`src/sv/mff_pkg.sv`:
```
`timescale 1ns / 1ps
`default_nettype none
// ----------------------------------------------------------------------------
// mff_pkg
// Shared types and constants of the message fragment framer.
// ----------------------------------------------------------------------------
package mff_pkg;

    typedef enum logic [1:0] {
        FLAG_MIDDLE = 2'd0,
        FLAG_FIRST  = 2'd1,
        FLAG_LAST   = 2'd2
    } chunk_flag_t;

    localparam logic [13:0] SEQ_MAX    = 14'd9999;
    localparam logic [15:0] DIGITS_MAX = 16'h9999;
    localparam logic [7:0]  PAD_SINGLE = 8'd35;
    localparam logic [7:0]  PAD_MULTI  = 8'd64;
    localparam logic [7:0]  ASCII_ZERO = 8'h30;

    // control from the framer to the sequence counter
    typedef struct packed {
        logic step;
        logic start;
        logic advance;
        logic clear;
    } seq_ctrl_t;

endpackage
`default_nettype wire

```
`src/sv/mff_if.sv`:
```
`timescale 1ns / 1ps
`default_nettype none
// ----------------------------------------------------------------------------
// mff_in_if / mff_out_if
// Valid/ready channels carrying message bytes in and framed bytes out.
// ----------------------------------------------------------------------------
interface mff_in_if #(
    parameter int LENGTH_BITS = 23
);
    logic                   valid;
    logic                   ready;
    logic [7:0]             data_byte;
    logic [LENGTH_BITS-1:0] message_length;

    modport source (output valid, output data_byte, output message_length, input ready);
    modport sink   (input valid, input data_byte, input message_length, output ready);
endinterface

interface mff_out_if;
    logic        valid;
    logic        ready;
    logic [7:0]  payload_byte;
    logic [8:0]  payload_offset;
    logic        header_valid;
    logic [1:0]  chunk_flag;
    logic [13:0] sequence_number;
    logic [31:0] sequence_text;
    logic [8:0]  pad_count;
    logic [7:0]  pad_character;
    logic        end_of_chunk;
    logic        end_of_message;

    modport source (
        output valid, output payload_byte, output payload_offset, output header_valid,
        output chunk_flag, output sequence_number, output sequence_text,
        output pad_count, output pad_character, output end_of_chunk,
        output end_of_message, input ready
    );
    modport sink (
        input valid, input payload_byte, input payload_offset, input header_valid,
        input chunk_flag, input sequence_number, input sequence_text,
        input pad_count, input pad_character, input end_of_chunk,
        input end_of_message, output ready
    );
endinterface
`default_nettype wire

```
`src/sv/mff_seq_counter.sv`:
```
`timescale 1ns / 1ps
`default_nettype none
// ----------------------------------------------------------------------------
// mff_seq_counter
// Chunk sequence counter, binary and BCD in parallel, saturating at 9999.
// ----------------------------------------------------------------------------
module mff_seq_counter (
    input  wire logic              clk,
    input  wire logic              rst_n,
    input  wire mff_pkg::seq_ctrl_t ctrl,
    output logic [13:0]            sequence_number,
    output logic [31:0]            sequence_text
);
    import mff_pkg::*;

    logic [13:0] count_reg;
    logic [13:0] count_next;
    logic [15:0] digits_reg;
    logic [15:0] digits_next;
    logic [13:0] count_cur;
    logic [15:0] digits_cur;
    logic [15:0] digits_inc;

    function automatic logic [15:0] bcd_increment(input logic [15:0] d);
        logic [15:0] res;
        logic        carry;
        logic [3:0]  nib;
        res   = '0;
        carry = 1'b1;
        for (int i = 0; i < 4; i++)
        begin
            nib = d[4*i +: 4];
            if (carry && nib >= 4'd9)
            begin
                res[4*i +: 4] = 4'd0;
            end
            else
            begin
                res[4*i +: 4] = nib + {3'd0, carry};
                carry = 1'b0;
            end
        end
        return res;
    endfunction

    // a new message starts from chunk zero
    assign count_cur  = ctrl.start ? '0 : count_reg;
    assign digits_cur = ctrl.start ? '0 : digits_reg;
    assign digits_inc = (digits_cur == DIGITS_MAX) ? DIGITS_MAX : bcd_increment(digits_cur);

    assign sequence_number = count_cur;
    always_comb
    begin
        for (int i = 0; i < 4; i++)
        begin
            sequence_text[8*i +: 8] = ASCII_ZERO + {4'd0, digits_cur[4*i +: 4]};
        end
    end

    always_comb
    begin
        count_next  = count_reg;
        digits_next = digits_reg;
        if (ctrl.step)
        begin
            priority if (ctrl.clear)
            begin
                count_next  = '0;
                digits_next = '0;
            end
            else if (ctrl.advance)
            begin
                count_next  = (count_cur < SEQ_MAX) ? count_cur + 14'd1 : SEQ_MAX;
                digits_next = digits_inc;
            end
            else
            begin
                count_next  = count_cur;
                digits_next = digits_cur;
            end
        end
    end

    always_ff @(posedge clk or negedge rst_n)
    begin
        if (!rst_n)
        begin
            count_reg  <= '0;
            digits_reg <= '0;
        end
        else
        begin
            count_reg  <= count_next;
            digits_reg <= digits_next;
        end
    end

    a_count_range: assert property (@(posedge clk) disable iff (!rst_n)
        count_reg <= SEQ_MAX)
        else $error("sequence count above limit");

    a_zero_match: assert property (@(posedge clk) disable iff (!rst_n)
        (count_reg == '0) == (digits_reg == '0))
        else $error("binary and bcd sequence disagree on zero");

    a_clear: assert property (@(posedge clk) disable iff (!rst_n)
        (ctrl.step && ctrl.clear) |=> (count_reg == '0 && digits_reg == '0))
        else $error("sequence not cleared at end of message");

    a_sat_match: assert property (@(posedge clk) disable iff (!rst_n)
        (count_reg == SEQ_MAX) == (digits_reg == DIGITS_MAX))
        else $error("binary and bcd sequence disagree on saturation");

endmodule
`default_nettype wire

```
`src/sv/message_fragment_framer.sv`:
```
`timescale 1ns / 1ps
`default_nettype none
// ----------------------------------------------------------------------------
// message_fragment_framer
// Cuts a byte stream into fixed-size payload chunks and tags each byte with
// its offset, chunk header, sequence and end-of-message padding information.
// ----------------------------------------------------------------------------
// One byte is taken per cycle unless the output stalls; its framed result
// appears in the output register in the cycle after; the per-byte counter
// update (remaining length, offset and sequence) is combinational, giving one
// transfer per clock. A new byte is taken while the previous result waits,
// as long as that result leaves in the same cycle. The length is sampled
// only on the first byte of a message; a length of zero counts as one.
module message_fragment_framer #(
    parameter int PAYLOAD_BYTES = 494,
    parameter int LENGTH_BITS   = 23
) (
    input  wire logic clk,
    input  wire logic rst_n,
    mff_in_if.sink    message,
    mff_out_if.source fragment
);
    import mff_pkg::*;

    localparam int OW = $clog2(PAYLOAD_BYTES);
    localparam logic [OW-1:0] LAST_OFFSET = OW'(PAYLOAD_BYTES - 1);
    localparam logic [32:0]   CHUNK_LEN   = 33'(PAYLOAD_BYTES);

    logic [LENGTH_BITS-1:0] remaining_reg;
    logic [LENGTH_BITS-1:0] remaining_next;
    logic [OW-1:0]          offset_reg;
    logic [OW-1:0]          offset_next;
    logic                   multi_reg;
    logic                   multi_next;
    logic                   out_valid_reg;
    logic                   out_valid_next;

    logic                   accept;
    logic                   start;
    logic [LENGTH_BITS-1:0] length_eff;
    logic [LENGTH_BITS-1:0] remaining_cur;
    logic [OW-1:0]          offset_cur;
    logic                   multi_cur;
    logic                   header;
    logic                   eom;
    logic                   eoc;
    chunk_flag_t            flag;
    seq_ctrl_t              seq_ctrl;
    logic [13:0]            seq_number;
    logic [31:0]            seq_text;

    logic [7:0]  byte_reg;
    logic [8:0]  offset_out_reg;
    logic        header_reg;
    logic [1:0]  flag_reg;
    logic [13:0] seq_reg;
    logic [31:0] text_reg;
    logic [8:0]  pad_count_reg;
    logic [7:0]  pad_char_reg;
    logic        eoc_reg;
    logic        eom_reg;

    assign message.ready = !out_valid_reg || fragment.ready;
    assign accept        = message.valid && message.ready;

    assign start         = (remaining_reg == '0);
    assign length_eff    = (message.message_length == '0) ? LENGTH_BITS'(1)
                                                          : message.message_length;
    assign remaining_cur = start ? length_eff : remaining_reg;
    assign offset_cur    = start ? '0 : offset_reg;
    assign multi_cur     = start ? ({{(33 - LENGTH_BITS){1'b0}}, length_eff} > CHUNK_LEN)
                                 : multi_reg;

    assign header = (offset_cur == '0);
    assign eom    = (remaining_cur == LENGTH_BITS'(1));
    assign eoc    = eom || (offset_cur == LAST_OFFSET);

    always_comb
    begin
        priority if (!multi_cur)
        begin
            flag = FLAG_LAST;
        end
        else if (seq_number == '0)
        begin
            flag = FLAG_FIRST;
        end
        else if ({{(33 - LENGTH_BITS){1'b0}}, remaining_cur} <= CHUNK_LEN)
        begin
            flag = FLAG_LAST;
        end
        else
        begin
            flag = FLAG_MIDDLE;
        end
    end

    assign seq_ctrl.step    = accept;
    assign seq_ctrl.start   = start;
    assign seq_ctrl.advance = eoc;
    assign seq_ctrl.clear   = eom;

    mff_seq_counter u_seq (
        .clk             (clk),
        .rst_n           (rst_n),
        .ctrl            (seq_ctrl),
        .sequence_number (seq_number),
        .sequence_text   (seq_text)
    );

    always_comb
    begin
        remaining_next = remaining_reg;
        offset_next    = offset_reg;
        multi_next     = multi_reg;
        if (accept)
        begin
            priority if (eom)
            begin
                remaining_next = '0;
                offset_next    = '0;
                multi_next     = 1'b0;
            end
            else
            begin
                remaining_next = remaining_cur - LENGTH_BITS'(1);
                offset_next    = eoc ? '0 : offset_cur + OW'(1);
                multi_next     = multi_cur;
            end
        end
    end

    always_comb
    begin
        out_valid_next = out_valid_reg;
        if (accept)
        begin
            out_valid_next = 1'b1;
        end
        else if (fragment.ready)
        begin
            out_valid_next = 1'b0;
        end
    end

    always_ff @(posedge clk or negedge rst_n)
    begin
        if (!rst_n)
        begin
            remaining_reg <= '0;
            offset_reg    <= '0;
            multi_reg     <= 1'b0;
            out_valid_reg <= 1'b0;
        end
        else
        begin
            remaining_reg <= remaining_next;
            offset_reg    <= offset_next;
            multi_reg     <= multi_next;
            out_valid_reg <= out_valid_next;
        end
    end

    // result register
    always_ff @(posedge clk)
    begin
        if (accept)
        begin
            byte_reg       <= message.data_byte;
            offset_out_reg <= 9'(offset_cur);
            header_reg     <= header;
            flag_reg       <= header ? flag : 2'd0;
            seq_reg        <= header ? seq_number : '0;
            text_reg       <= header ? seq_text : '0;
            pad_count_reg  <= eom ? 9'(LAST_OFFSET - offset_cur) : '0;
            pad_char_reg   <= eom ? (multi_cur ? PAD_MULTI : PAD_SINGLE) : '0;
            eoc_reg        <= eoc;
            eom_reg        <= eom;
        end
    end

    assign fragment.valid           = out_valid_reg;
    assign fragment.payload_byte    = byte_reg;
    assign fragment.payload_offset  = offset_out_reg;
    assign fragment.header_valid    = header_reg;
    assign fragment.chunk_flag      = flag_reg;
    assign fragment.sequence_number = seq_reg;
    assign fragment.sequence_text   = text_reg;
    assign fragment.pad_count       = pad_count_reg;
    assign fragment.pad_character   = pad_char_reg;
    assign fragment.end_of_chunk    = eoc_reg;
    assign fragment.end_of_message  = eom_reg;

    a_ready_when_empty: assert property (@(posedge clk) disable iff (!rst_n)
        !out_valid_reg |-> message.ready)
        else $error("input stalled with empty output register");

    a_idle_state: assert property (@(posedge clk) disable iff (!rst_n)
        (remaining_reg == '0) |-> (offset_reg == '0 && !multi_reg))
        else $error("stale chunk state between messages");

    a_offset_range: assert property (@(posedge clk) disable iff (!rst_n)
        offset_reg <= LAST_OFFSET)
        else $error("offset beyond chunk size");

    a_eom_clears: assert property (@(posedge clk) disable iff (!rst_n)
        (accept && eom) |=> (remaining_reg == '0))
        else $error("message state not cleared after last byte");

endmodule
`default_nettype wire
```
`src/flat_wrapper.sv`:
```
// flat-port wrapper written by rule: the top's interface ports become plain ports
module message_fragment_framer_flat import mff_pkg::*;
#(
    parameter int PAYLOAD_BYTES = 494,
    parameter int LENGTH_BITS   = 23
)
  (clk, rst_n, message_valid, message_data_byte, message_message_length, message_ready, fragment_valid, fragment_payload_byte, fragment_payload_offset, fragment_header_valid, fragment_chunk_flag, fragment_sequence_number, fragment_sequence_text, fragment_pad_count, fragment_pad_character, fragment_end_of_chunk, fragment_end_of_message, fragment_ready);
  mff_in_if #(.LENGTH_BITS(LENGTH_BITS)) message_i ();
  mff_out_if fragment_i ();
  input  wire logic clk;
  input  wire logic rst_n;
  input wire logic [$bits(message_i.valid)-1:0] message_valid;
  input wire logic [$bits(message_i.data_byte)-1:0] message_data_byte;
  input wire logic [$bits(message_i.message_length)-1:0] message_message_length;
  output wire logic [$bits(message_i.ready)-1:0] message_ready;
  output wire logic [$bits(fragment_i.valid)-1:0] fragment_valid;
  output wire logic [$bits(fragment_i.payload_byte)-1:0] fragment_payload_byte;
  output wire logic [$bits(fragment_i.payload_offset)-1:0] fragment_payload_offset;
  output wire logic [$bits(fragment_i.header_valid)-1:0] fragment_header_valid;
  output wire logic [$bits(fragment_i.chunk_flag)-1:0] fragment_chunk_flag;
  output wire logic [$bits(fragment_i.sequence_number)-1:0] fragment_sequence_number;
  output wire logic [$bits(fragment_i.sequence_text)-1:0] fragment_sequence_text;
  output wire logic [$bits(fragment_i.pad_count)-1:0] fragment_pad_count;
  output wire logic [$bits(fragment_i.pad_character)-1:0] fragment_pad_character;
  output wire logic [$bits(fragment_i.end_of_chunk)-1:0] fragment_end_of_chunk;
  output wire logic [$bits(fragment_i.end_of_message)-1:0] fragment_end_of_message;
  input wire logic [$bits(fragment_i.ready)-1:0] fragment_ready;
  assign message_i.valid = message_valid;
  assign message_i.data_byte = message_data_byte;
  assign message_i.message_length = message_message_length;
  assign message_ready = message_i.ready;
  assign fragment_valid = fragment_i.valid;
  assign fragment_payload_byte = fragment_i.payload_byte;
  assign fragment_payload_offset = fragment_i.payload_offset;
  assign fragment_header_valid = fragment_i.header_valid;
  assign fragment_chunk_flag = fragment_i.chunk_flag;
  assign fragment_sequence_number = fragment_i.sequence_number;
  assign fragment_sequence_text = fragment_i.sequence_text;
  assign fragment_pad_count = fragment_i.pad_count;
  assign fragment_pad_character = fragment_i.pad_character;
  assign fragment_end_of_chunk = fragment_i.end_of_chunk;
  assign fragment_end_of_message = fragment_i.end_of_message;
  assign fragment_i.ready = fragment_ready;
  message_fragment_framer #(.PAYLOAD_BYTES(PAYLOAD_BYTES), .LENGTH_BITS(LENGTH_BITS)) u_core (.clk(clk), .rst_n(rst_n), .message(message_i), .fragment(fragment_i));
endmodule
```
`config.mk`:
```
export PLATFORM = sky130hd
export DESIGN_NAME = message_fragment_framer_flat
export DESIGN_NICKNAME = d
export VERILOG_FILES = /design/src/sv/mff_pkg.sv /design/src/sv/mff_if.sv /design/src/sv/mff_seq_counter.sv /design/src/sv/message_fragment_framer.sv /design/src/flat_wrapper.sv
export SDC_FILE = /design/constraint.sdc
export NUM_CORES = 1
export LEC_CHECK = 0
export BUFFER_PORTS_ARGS = -buffer_cell sky130_fd_sc_hd__buf_2
export CORE_MARGIN = 1.5
export CORE_UTILIZATION = 30
export CTS_CLUSTER_DIAMETER = 40
export CTS_CLUSTER_SIZE = 10
export DETAILED_ROUTE_END_ITERATION = 8
export GPL_TIMING_DRIVEN = 0
export PLACE_DENSITY = 0.47
export SLEW_MARGIN = 20
export SYNTH_ARGS = -nofsm -noshare
export SYNTH_HDL_FRONTEND = slang
export SYNTH_SLANG_ARGS = --single-unit
```
`constraint.sdc`:
```
create_clock -name clk -period 9 [get_ports clk]
set_input_delay 0.9 -clock clk [delete_from_list [all_inputs] [get_ports clk]]
set_output_delay 0.9 -clock clk [all_outputs]
set_load 0.01 [all_outputs]
```
== Word level (Yosys, flattened, before mapping) ==
Index checks and enable logic that the tools add are counted.
W data, S select, Z words.

* Bits in registers: 149
* Latch bits: 0
* Memory bits (writable): 0
* Memory bits (read-only): 0
* Output and inout bits: 87
* Memories: 0

* Add/subtract/negate cells: 12
* Multipliers: 0
* Div/mod/pow operators: 0
* Magnitude comparators: 7
* Equal/unequal tests: 3
* Shift-type cells: 0
* Multiplexer cells: 29
* Bitwise gates (word level): 0
* Reduce and logical (&&, ||, !) cells: 13

{| class="wikitable"
|+ Operators by type and width
! kind !! count
|-
| $mux W23 || 3
|-
| $mux W16 || 4
|-
| $mux W14 || 4
|-
| $logic_not A23 Y1 || 2
|-
| $add A6 B4 Y7 const A || 4
|-
| $mux W9 || 3
|-
| $eq A23 B1 Y1 const B || 1
|-
| $gt A23 B9 Y1 const B || 1
|-
| $le A23 B9 Y1 const B || 1
|-
| $sub A23 B1 Y23 const B || 1
|-
| $eq A16 B16 Y1 const B || 1
|-
| $ge A4 B4 Y1 const B || 4
|-
| $mux W4 || 4
|-
| $add A14 B1 Y14 const B || 1
|-
| $logic_not A14 Y1 || 1
|-
| $lt A14 B14 Y1 const B || 1
|-
| $add A4 B1 Y4 || 3
|-
| $add A9 B1 Y9 const B || 1
|-
| $eq A9 B9 Y1 const B || 1
|-
| $logic_not A9 Y1 || 1
|-
| $sub A9 B9 Y9 const A || 1
|-
| $mux W1 || 7
|-
| $mux W7 || 1
|-
| $mux W2 || 3
|-
| other kinds (6) || 10
|}

== Logic depth before layout (Yosys ltp) ==
* Word-level depth: 13
* Mapped depth: 17
* Gate-level depth less buffers: 15

== Modules after synthesis ==
From an unflattened synthesis, not the netlist that was laid out.

* Cell total of the unflattened synthesis: 829
* Area, all modules: 8,301.7 µm²

{| class="wikitable"
|+ Modules (own cells, without submodules)
! module !! instances !! cells each !! area an instance (µm²) !! sequential area each (µm²)
|-
| message_fragment_framer || 1 || 559 || 5,994.5 || 3,223.1
|-
| mff_seq_counter || 1 || 270 || 2,307.2 || 750.7
|}

== Worst setup path after synthesis ==
Ideal clock, no wire load.

* Path kind: input to register
* From: input fragment_ready
* To: register u_core.u_seq.digits_reg[7]
* Library setup time: 252 ps
* Arrival time: 3,522 ps
* Data required time: 8,748 ps
* Slack: 5,226 ps
* Stages: 5
* Cells stage by stage: nand2b_1 > nand2_1 > clkinv_1 > clkbuf_1 > o32ai_1

* Word-level cells in the longest chain between the ends: 2

{| class="wikitable"
|+ Ends and longest elaborated chain
! element !! RTL line !! RTL
|-
| start, declared || flat_wrapper.sv:27 || <nowiki>input wire logic [$bits(fragment_i.ready)-1:0] fragment_ready;</nowiki>
|-
| $logic_or A1 B1 Y1 || message_fragment_framer.sv:63 || <nowiki>assign message.ready = !out_valid_reg || fragment.ready;</nowiki>
|-
| $logic_and A1 B1 Y1 || message_fragment_framer.sv:64 || <nowiki>assign accept = message.valid && message.ready;</nowiki>
|-
| via u_core.accept || message_fragment_framer.sv:38 || <nowiki>logic accept;</nowiki>
|-
| end signal, assigned || mff_seq_counter.sv:94 || <nowiki>digits_reg <= digits_next;</nowiki>
|-
| end, declared || mff_seq_counter.sv:18 || <nowiki>logic [15:0] digits_reg;</nowiki>
|}

The timed path passes the listed nets, and every way through them passes these cells.
A chain may end at the register's enable or synchronous reset.

== Worst setup path in the final report ==
* From: register u_core.remaining_reg[19]
* To: register u_core.u_seq.count_reg[10]

* Word-level cells in the longest chain between the ends: 6
* Elaborated cells between the ends (all ways): 12
* Classes of those cells: add/sub: 1; order compare: 1; eq/ne: 2; mux: 6; reduce/logical: 2

{| class="wikitable"
|+ Ends and longest elaborated chain
! element !! RTL line !! RTL
|-
| start, declared || message_fragment_framer.sv:29 || <nowiki>logic [LENGTH_BITS-1:0] remaining_reg;</nowiki>
|-
| start signal, assigned || message_fragment_framer.sv:157 || <nowiki>remaining_reg <= remaining_next;</nowiki>
|-
| $logic_not A23 Y1 || message_fragment_framer.sv:66 || <nowiki>assign start = (remaining_reg == '0);</nowiki>
|-
| $mux W14 (tied with other cells) || mff_seq_counter.sv:47 || <nowiki>assign count_cur = ctrl.start ? '0 : count_reg;</nowiki>
|-
| $add A14 B1 Y14 (tied with other cells) || mff_seq_counter.sv:73 || <nowiki>count_next = (count_cur < SEQ_MAX) ? count_cur + 14'd1 : SEQ_MAX;</nowiki>
|-
| $mux W14 / $logic_or A1 B1 Y1 (equally long branches) || mff_seq_counter.sv:73, message_fragment_framer.sv:76 ||
|-
| $mux W14 || mff_seq_counter.sv:71 || <nowiki>else if (ctrl.advance)</nowiki>
|-
| $mux W14 * || mff_seq_counter.sv:66 || <nowiki>priority if (ctrl.clear)</nowiki>
|-
| end signal, assigned || mff_seq_counter.sv:93 || <nowiki>count_reg <= count_next;</nowiki>
|-
| end, declared || mff_seq_counter.sv:16 || <nowiki>logic [13:0] count_reg;</nowiki>
|}

Every way passes the cells marked *; elsewhere a longest branch is shown, timed or not.

==> impl_results.md <==
- Status: complete, no violations
- GR Util All Layers: 19.77%
- Full die area: 25940 um^2
- Initial antenna violation count: 0
- Number of cells upsized or downsized after cts: 0
- Mean cell area of the mapped netlist: 9.441 um^2
- Largest delay contributor family on the critical path: simple AND/OR/NAND/NOR gates
- Core area: 24390 um^2
- Achievable frequency: 0.1882 GHz
- Y dimension of the die: 161.1 um
- Count of warnings emitted by yosys: 0
- Detailed-route wire length on metal 1: 11780 um
- Reg-to-reg critical path endpoint: u_core.u_seq.count_reg[10]$_DFFE_PN0P_
- Final WL: 25480 um
- Minimum clock period: 5314 ps
- Sum of buffers and inverters on the critical path: 2
- Number of synthesized flops with an enable pin: 64
- Wire length of the first global-routing pass: 39100 um
- Reg2Reg Setup Slack: 3690 ps
- Critical path, cell by cell: or4_1, nor2_1, nand2_1, clkbuf_1, clkbuf_1, nand2_1, ha_1, and4b_1, and3_1, o21ai_1, nor3_1, o21ai_0, o21ai_0
- Max-slew headroom: 37.70%
- Total of buffers placed on input and output ports: 109
- Sequential cell area fraction in the yosys report: 47.00%
- Arrival time at the worst endpoint: 5650 ps
- Count of nets left with antenna violations after detail routing: 0
- Setup repair after global routing missed its margin: false
- Clock tree from TritonCTS: done
- Async set or reset register ratio after synthesis: 50.00%
- Setup Crit Path Kind: reg -> reg
- Smallest hold slack: 344.7 ps
- Top-level port count: 122
- Startpoint of the lowest-slack register-to-register path: u_core.remaining_reg[19]$_DFFE_PN0P_
- Number of max-cap violations: 0
- Distinct cell type count of the synthesized netlist: 76
- Number of inserted diodes: 0
- Routed length on met2: 11610 um
- GPL Wtd Cong: 0.9037
- Instance count of the mapped netlist: 794
- Synth Register Bits: 128
- Tightest Hold Check Type: in -> async
- Leakage dissipation: 3.896 nW
- Largest register FFs: 23
- X dimension of the die: 161.1 um
- Fraction of layout instances using a drive strength above 1: 20.99%
- Final hold violation count: 0
- Kind of end point of the critical path: flip-flop
- Number of core rows: 57
- Clk pin slew, worst setup/hold paths: 60 ps
- Buffer depth of the longest clock path: 2
- Relative area change from synthesis to final layout: 22.68%
- Final net count: 987
- Later-pin clock latency in the skew report: 430 ps
- Starting DRT DRC Count: 645
- Clock buffers created by TritonCTS: 17
- Total negative setup slack: 0 ps
- DR DRC count: 0
- Number of global-route vias before repair: 6572
- Drt via density: 5.454
- Clock sinks: 128
- Period utilization: 59.04%
- Root cell of the clock tree: sky130_fd_sc_hd__clkbuf_16
- Number of cells traversed by the worst register-to-register path: 13
- Final worst clock skew: 13.52 ps
- Slew Viols, Final: 0
- Transition time at the pin with the least slew margin: 927.4 ps
- Cell count along the critical path: 13
- Count of buffers added by post-CTS timing repair for setup: 0
- Final HPWL from detailed placement: 17950 um
- Highest fanout seen on the critical path: 10
- Met3 wire length: 1639 um
- Initial core utilization: 30.73%
- Netlist area before placement: 7496 um^2
- Biggest cell delay along the critical path: 850 ps
- Critical path startpoint category: flip-flop
- Via count of the routed design: 6938
- Count of final setup violators: 0
- Endpoint required time on the critical path: 9340 ps
- Max VDD drop: 116.8 uV
- Most common cell after layout, fill and taps aside: sky130_fd_sc_hd__buf_2
- Power density relative to cell area: 231.9 nW/um^2
- Main synth FF type: sky130_fd_sc_hd__edfxtp_1
- Detailed-router iteration count before antenna repair: 6
- Gr ovfl total: 0
- Post-CTS Hold Fix Bufs: 0
- Htree depth: 4
- Top sig layer: met4
- Largest net degree at the start of global routing: 49
- Finished Core Util: 37.70%
- Slowest cell on the critical path: sky130_fd_sc_hd__nor3_1
- Avg WL per Cell: 20.03 um
- Most frequent cells in the layout: 116 x sky130_fd_sc_hd__buf_2, 78 x sky130_fd_sc_hd__nor2_1, 76 x sky130_fd_sc_hd__o21ai_0
[cell usage after synthesis (all sizes together) (9+ instances only)]
cell type  number  area (um^2)
a21oi          60        300.3
and2           32        200.2
and3           24        150.1
buf            32        212.7
clkbuf         25        95.09
dfrtp          64         1602
edfxtp         64         1922
ha             17        212.7
inv            24        90.09
mux2i          10        100.1
nand2          60        225.2
nand3          18        90.09
nand4          12        81.33
nor2           79        299.0
nor3           21        115.1
nor4           21        152.6
o211ai          9        72.57
o21ai          83        434.2
o31ai          11        96.34
or3             9        56.30
or4             9        78.82
[how the worst max path moves through the flow]
stage                                                     from                                endpoint
after floorplan                                 fragment_ready  u_core.u_seq.digits_reg[7]$_DFFE_PN0P_
after global placement                          fragment_ready  u_core.u_seq.digits_reg[7]$_DFFE_PN0P_
after CTS                 u_core.remaining_reg[19]$_DFFE_PN0P_  u_core.u_seq.count_reg[10]$_DFFE_PN0P_
final                     u_core.remaining_reg[19]$_DFFE_PN0P_  u_core.u_seq.count_reg[10]$_DFFE_PN0P_
after detailed placement  u_core.remaining_reg[19]$_DFFE_PN0P_  u_core.u_seq.count_reg[10]$_DFFE_PN0P_
after global routing      u_core.remaining_reg[19]$_DFFE_PN0P_  u_core.u_seq.digits_reg[1]$_DFFE_PN0P_
[worst reg2reg max path: cells and delay by family, from the launching register on]
family	cells	cell delay, ps
compound gates	3	680
fa+ha+maj	1	180
buf+inv	2	820
flops	1	440
simple gates	7	3100
[logic make-up after synthesis]
logic type	synth area share (%)
and+or+nand+nor	22.15
AOI/OAI and AO/OA	20.21
DFF	47.00
buffers and inverters	5.358
adders and majority gates	2.838
muxes	1.335
xor gates and xnor gates	1.052
other	0.05003
[per-layer routing]
metal  up-vias  track usage, %
met5         -               0
met4         0           6.608
met3        31           3.313
met2       297           30.88
met1      3391           27.74
li1       3219               -
[area by class of cell]
cell class | instances | area (um^2)
Inverter | 25 | 93.84
Tap cell | 324 | 405.4
Fill cell | 2544 | 15190
Clock inverter | 15 | 229.0
Timing Repair Buffer | 111 | 595.6
Multi-Input combinational cell | 595 | 3612
Sequential cell | 128 | 3523
Buffer | 57 | 311.5
Clock buffer | 17 | 425.4
[power by group]
part           internal, mW  switching, mW
combinational         0.194          0.337
clock                 0.496          0.290
sequential            0.702          0.114
[stage by stage]
stage / area (um^2) / setup slack [ps] / cells / power (mW)
final: 9196 / 3686 / 1272 / 2.132
after global placement: 8488 / 3529 / 1238 / 1.346
after detailed placement: 8542 / 3815 / 1240 / 1.348
after CTS: 9196 / 3783 / 1272 / 2.138
after floorplan: 7537 / 5226 / 805 / 1.153
after global routing: 9196 / 3502 / 1272 / 2.239
Power figures use the tool's default switching activity.
